### config.mk
export PLATFORM = sky130hd
export DESIGN_NAME = fsc_result_fifo
export DESIGN_NICKNAME = d
export VERILOG_FILES = /design/src/rtl/frustum_sphere_cull_unit_defines.svh /design/src/rtl/fsc_result_fifo.sv
export SDC_FILE = /design/constraint.sdc
export NUM_CORES = 1
export LEC_CHECK = 0
export BUFFER_PORTS_ARGS = -buffer_cell sky130_fd_sc_hd__buf_4
export CORE_MARGIN = 1
export CORE_UTILIZATION = 35
export DETAILED_ROUTE_END_ITERATION = 6
export PLACE_DENSITY = 0.58
export REMOVE_ABC_BUFFERS = 1
export SYNTH_ARGS = -nofsm -noshare
export SYNTH_HDL_FRONTEND = slang
export SYNTH_SLANG_ARGS = --single-unit
### constraint.sdc
create_clock -name clk_i -period 2.6 [get_ports clk_i]
set_input_delay 0.78 -clock clk_i [delete_from_list [all_inputs] [get_ports clk_i]]
set_output_delay 0.78 -clock clk_i [all_outputs]
set_load 0.02 [all_outputs]
### src/rtl/frustum_sphere_cull_unit_defines.svh
// Assertion macros for the frustum sphere cull unit.
// Depends on clk_i and rst_ni being visible where the macros are used.
`ifndef FRUSTUM_SPHERE_CULL_UNIT_DEFINES_SVH
`define FRUSTUM_SPHERE_CULL_UNIT_DEFINES_SVH
`ifndef SYNTH
`define FSC_ASSERT(name, prop) \
  name: assert property (@(posedge clk_i) disable iff (!rst_ni) (prop)) \
    else $error("frustum sphere cull assertion failed");
`define FSC_ASSERT_NEXT(name, ante, cons) \
  name: assert property (@(posedge clk_i) disable iff (!rst_ni) (ante) |=> (cons)) \
    else $error("frustum sphere cull assertion failed");
`else
`define FSC_ASSERT(name, prop)
`define FSC_ASSERT_NEXT(name, ante, cons)
`endif
`endif

### src/rtl/fsc_result_fifo.sv
// Result queue that decouples the culling chain from the output stream.
// No dependencies.
module fsc_result_fifo #(
  parameter int Depth = 32,
  parameter int Width = 3
) (
  input  logic             clk_i,
  input  logic             rst_ni,
  input  logic             wr_en_i,
  input  logic [Width-1:0] wr_data_i,
  input  logic             rd_en_i,
  output logic             not_empty_o,
  output logic [Width-1:0] rd_data_o
);

  localparam int PtrW = (Depth > 1) ? $clog2(Depth) : 1;
  localparam int CntW = $clog2(Depth + 1);

  logic [Width-1:0] mem_q [Depth];
  logic [PtrW-1:0]  wr_ptr_q, rd_ptr_q;
  logic [CntW-1:0]  cnt_q;

  always_ff @(posedge clk_i) begin
    if (wr_en_i) begin
      mem_q[wr_ptr_q] <= wr_data_i;
    end
  end

  always_ff @(posedge clk_i or negedge rst_ni) begin
    if (!rst_ni) begin
      wr_ptr_q <= '0;
      rd_ptr_q <= '0;
      cnt_q    <= '0;
    end else begin
      if (wr_en_i) begin
        wr_ptr_q <= (wr_ptr_q == PtrW'(Depth - 1)) ? '0 : wr_ptr_q + PtrW'(1);
      end
      if (rd_en_i) begin
        rd_ptr_q <= (rd_ptr_q == PtrW'(Depth - 1)) ? '0 : rd_ptr_q + PtrW'(1);
      end
      cnt_q <= cnt_q + CntW'(wr_en_i) - CntW'(rd_en_i);
    end
  end

  assign not_empty_o = cnt_q != '0;
  assign rd_data_o   = mem_q[rd_ptr_q];

endmodule

* Word level (Yosys, flattened, before mapping)
Memories as Yosys holds them, arrays and structs flattened.
Cells that the tools add are included.
** Storage, ports and cells
- Register bits after elaboration :: 16
- Bits in writable memories :: 96
- Output and inout bits :: 4
- Memories kept :: 1
** Memory list
- mem_q :: depth 32, bits a word 3, rd ports 1, clocked after Yosys merged registers in 0, write ports 1, line fsc_result_fifo.sv:19 : logic [Width-1:0] mem_q [Depth];
** Cells by class
- Add/sub/neg operators :: 4
- Equal/unequal tests :: 2
- Muxes and demuxes :: 4
- Reduce and logical (&&, ||, !) cells :: 1
** Operators with widths (count)
- $add A5 B1 Y5 const B :: 2
- $eq A5 B5 Y1 const B :: 2
- $mux W5 :: 2
- $add A6 B1 Y6 :: 1
- $reduce_bool A6 Y1 :: 1
- $sub A6 B1 Y6 :: 1
- $mux W1 :: 2

* Depth between registers and ports, before layout
- Word-level depth :: 2
- Mapped depth :: 10
- Depth with buffers taken out :: 10

* Least setup slack after synthesis
OpenSTA, ideal clock, no wires.
- Path kind :: flip-flop to output port
- Start :: register rd_ptr_q[0]
- End :: output port rd_data_o[0]
- Arrival time :: 1.565 ns
- Data required time :: 1.820 ns
- Setup slack :: 0.255 ns
- Cell stages (with the launch flop) :: 6
- Path buffers :: 1
- Path through :: dfrtp_1 -> buf_6 -> mux4_2 -> a22o_1 -> a211oi_1 -> a21oi_1
** Between the ends
- Cells in the longest elaborated chain, start to end :: 1
** Ends and longest elaborated chain
- start, declared :: line fsc_result_fifo.sv:20 : logic [PtrW-1:0] wr_ptr_q, rd_ptr_q;
- start signal, assigned :: line fsc_result_fifo.sv:39 : rd_ptr_q <= (rd_ptr_q == PtrW'(Depth - 1)) ? '0 : rd_ptr_q + PtrW'(1);
- $mem_v2 Z32 W3
- end, declared :: line fsc_result_fifo.sv:13 : output logic [Width-1:0] rd_data_o
No other way between the ends.

* Worst setup path after layout
Ends and elaborated chain as after synthesis.

==> impl_metrics.env <==
export IMPL_cap_violations=0
export IMPL_worstMarginPinSlew_ps=558
export IMPL_outcome="complete, but fails checks"
export IMPL_clockBufferDepth=2
export IMPL_power_frac_comb_pct=34.6
export IMPL_drt_pass1_iterations=4
export IMPL_critPathKind="register to output port"
export IMPL_synth_edf_count=96
export IMPL_yosysUniqueCellTypes=36
export IMPL_num_fill_cells=1229
export IMPL_max_clock_freq_ghz=0.353
export IMPL_synth_most_common_cell="edfxtp_1"
export IMPL_wire_per_inst_um=18.9
export IMPL_clk_pin_slew_ps=70
export IMPL_finalHoldViolCount=0
export IMPL_rows=42
export IMPL_gp_congestion=0.755
export IMPL_async_flop_share_pct=14.3
export IMPL_fin_ws_ps=-231
export IMPL_p_leak_nw=1.94
export IMPL_cp_end_kind="output port"
export IMPL_cts_buffers=9
export IMPL_synth_top_cell_area_share_pct=59.5
export IMPL_yosys_area_top_type="edfxtp_1"
export IMPL_diodes=0
export IMPL_ir_worst_vdd_v=0.000395
export IMPL_coreArea_sq_um=13400
export IMPL_track_usage_pct=14.5
export IMPL_place_area_sq_um=5180
export IMPL_grt_pass1_wl_um=15100
export IMPL_postCtsHoldBufs=0
export IMPL_clk_latency_ps=340
export IMPL_ys_ff_latch=112
export IMPL_ios=11
export IMPL_drt_wl_total_um=9630
export IMPL_drcViolationCount=0
export IMPL_avgSynthCellArea_sq_um=16.1
export IMPL_drt_first_iter_violations=200
export IMPL_syn_to_final_growth_pct=15.3
export IMPL_initial_core_util_pct=36.2
export IMPL_die_y_um=120
export IMPL_clockPowerShare_pct=23.3
export IMPL_nets=352
export IMPL_seq_area_frac_synth_pct=67.7
export IMPL_start_kind="register"
export IMPL_hold_path_class="input port to async pin"
export IMPL_hpwlAfterDp_um=6600
export IMPL_synth_warnings=0
export IMPL_drive_gt1_share_pct=22.5
export IMPL_viasPerCell=5.06
export IMPL_cts_sinks=112
export IMPL_htree_levels=3
export IMPL_grt_overflow=0
export IMPL_synth_common_cells="edfxtp_1 (96), nor2_1 (26), inv_1 (17)"
export IMPL_switchingPower_w=0.00183
export IMPL_multi_input_area_sq_um=1460
export IMPL_die_x_um=120
export IMPL_postLayoutCoreUtil_pct=41.7
export IMPL_cts_root_buf="clkbuf_16"
export IMPL_finalSetupViolations=3
export IMPL_p_int_w=0.00372
export IMPL_ant_nets=0
export IMPL_cts_tree="built"
export IMPL_p_seq_share_pct=42.1
export IMPL_crit_fanout=8
export IMPL_synth_area_leaders="edfxtp_1 (59%), dfrtp_1 (8.3%), mux4_2 (5.1%), mux4_1 (4.3%), ha_1 (3.9%)"
export IMPL_sw_frac_of_total_pct=32.9
export IMPL_min_period_over_period_pct=109
export IMPL_required_ps=1820
export IMPL_min_period_ps=2830
export IMPL_synth_flop_cell="edfxtp_1"
export IMPL_fp_dieArea_sq_um=14300
export IMPL_skew_ps=5.59
export IMPL_syn_cell_area_sq_um=4850
export IMPL_p_per_area_nw_per_um2=993
export IMPL_grt_max_degree=33
export IMPL_design_area_sq_um=5590
export IMPL_register_area_sq_um=3280
export IMPL_violations="setup timing"
export IMPL_worstPathArrival_ps=2050
export IMPL_relSlewSlack_pct=62.5
export IMPL_rsz0062_at_grt="true"
export IMPL_antenna_found_initial=0
export IMPL_maxSlewViolCount=0
export IMPL_numPortBuffers=10
export IMPL_vias=2579
export IMPL_synth_cells=302
export IMPL_grt_pass1_vias=2697
## through the flow
step	total power, W	worst slack, ps	instances	TNS, ps	hold slack (ps)
2_1_floorplan	0.00349	-512	289	-1280	484
3_3_place_gp	0.00405	78.5	485	0	636
3_5_place_dp	0.00411	49.6	485	0	652
4_1_cts	0.00547	-220	504	-657	295
5_1_grt	0.00586	-317	510	-902	295
6_report	0.00555	-231	510	-651	291
## final cells by class
type                    instances  area share [%]
well taps                     176            3.94
multi-input cells             160            26.2
repair buffers                 29            4.90
clock buffers                   9            4.03
inverters                      17            1.14
clock inverters                 7            1.03
flip-flops and latches        112            58.8
## worst max-delay path, cell delays in order, from the launching register on
cell and delay (ps):
dfrtp_1 420, buf_12 160, mux4_2 520, a22o_1 200, a211oi_2 170, a21oi_1 60, buf_4 160
## repair_timing
| action | CTS | global route |
|---|---|---|
| gates resized for setup | 12 | 9 |
| pin swaps | 5 | 4 |
| endpoints found under the setup margin | 3 | 3 |
| setup buffers | 3 | 6 |
| hold endpoints to repair | 0 | 0 |
## worst paths after layout
check                                 start            to  slack [ps]  cells after the start
worst max-delay path            rd_ptr_q[0]  rd_data_o[0]        -230                      6
worst min-delay path                 rst_ni   rd_ptr_q[3]         290                      1
worst max register to register     cnt_q[0]      cnt_q[4]         710                     10
worst min register to register  wr_ptr_q[0]   wr_ptr_q[0]         660                      3
max in group asynchronous            rst_ni   rd_ptr_q[1]        2090                      1
min in group clk_i              wr_ptr_q[0]   wr_ptr_q[0]         660                      3
## cell families (layout without fill, tap and decap cells)
group	after synthesis	after routing	synth area share, %
fa+ha+maj	16	16	4.28
mux	34	34	12.6
xor+xnor	3	3	0.542
compound gates	38	38	5.19
buf+inv	30	62	2.86
simple gates	69	69	6.79
flops	112	112	67.7
## power by group through the flow
stage	logic, W	registers, W	clock network (W)
after floorplan	0.00109	0.00240	0
after global placement	0.00167	0.00237	0
after detailed placement	0.00173	0.00238	0
after CTS	0.00181	0.00234	0.00132
after global routing	0.00213	0.00236	0.00137
final	0.00192	0.00234	0.00129
## layout by cell type (no fill, tap or decap), types with 4 or more instances in the layout
cell	netlist	routed
edfxtp_1	96	96
nor2_1	26	26
buf_4	0	23
inv_1	17	17
mux4_2	11	16
ha_1	15	15
dfrtp_1	16	15
mux2i_1	12	11
nor3_1	11	11
nand2_1	9	9
clkbuf_16	0	9
a21oi_1	8	8
o21ai_0	8	8
nand3_1	7	7
clkinvlp_4	0	5
nand3b_1	4	4
## metal layers
layer / track usage (%) / up-vias / routed length, um
met5: 0 / - / 0
met4: 4.22 / 0 / 117
met3: 3.18 / 6 / 315
met2: 24.6 / 37 / 4910
met1: 18.7 / 1316 / 4290
li1: - / 1220 / -
## flip-flops by register name (all words and copies together), names as in the netlist
| signal | cells |
|---|---|
| mem_q | 96 |
| wr_ptr_q | 5 |
| cnt_q | 6 |
| rd_ptr_q | 5 |
(Power assumes the default switching activity.)
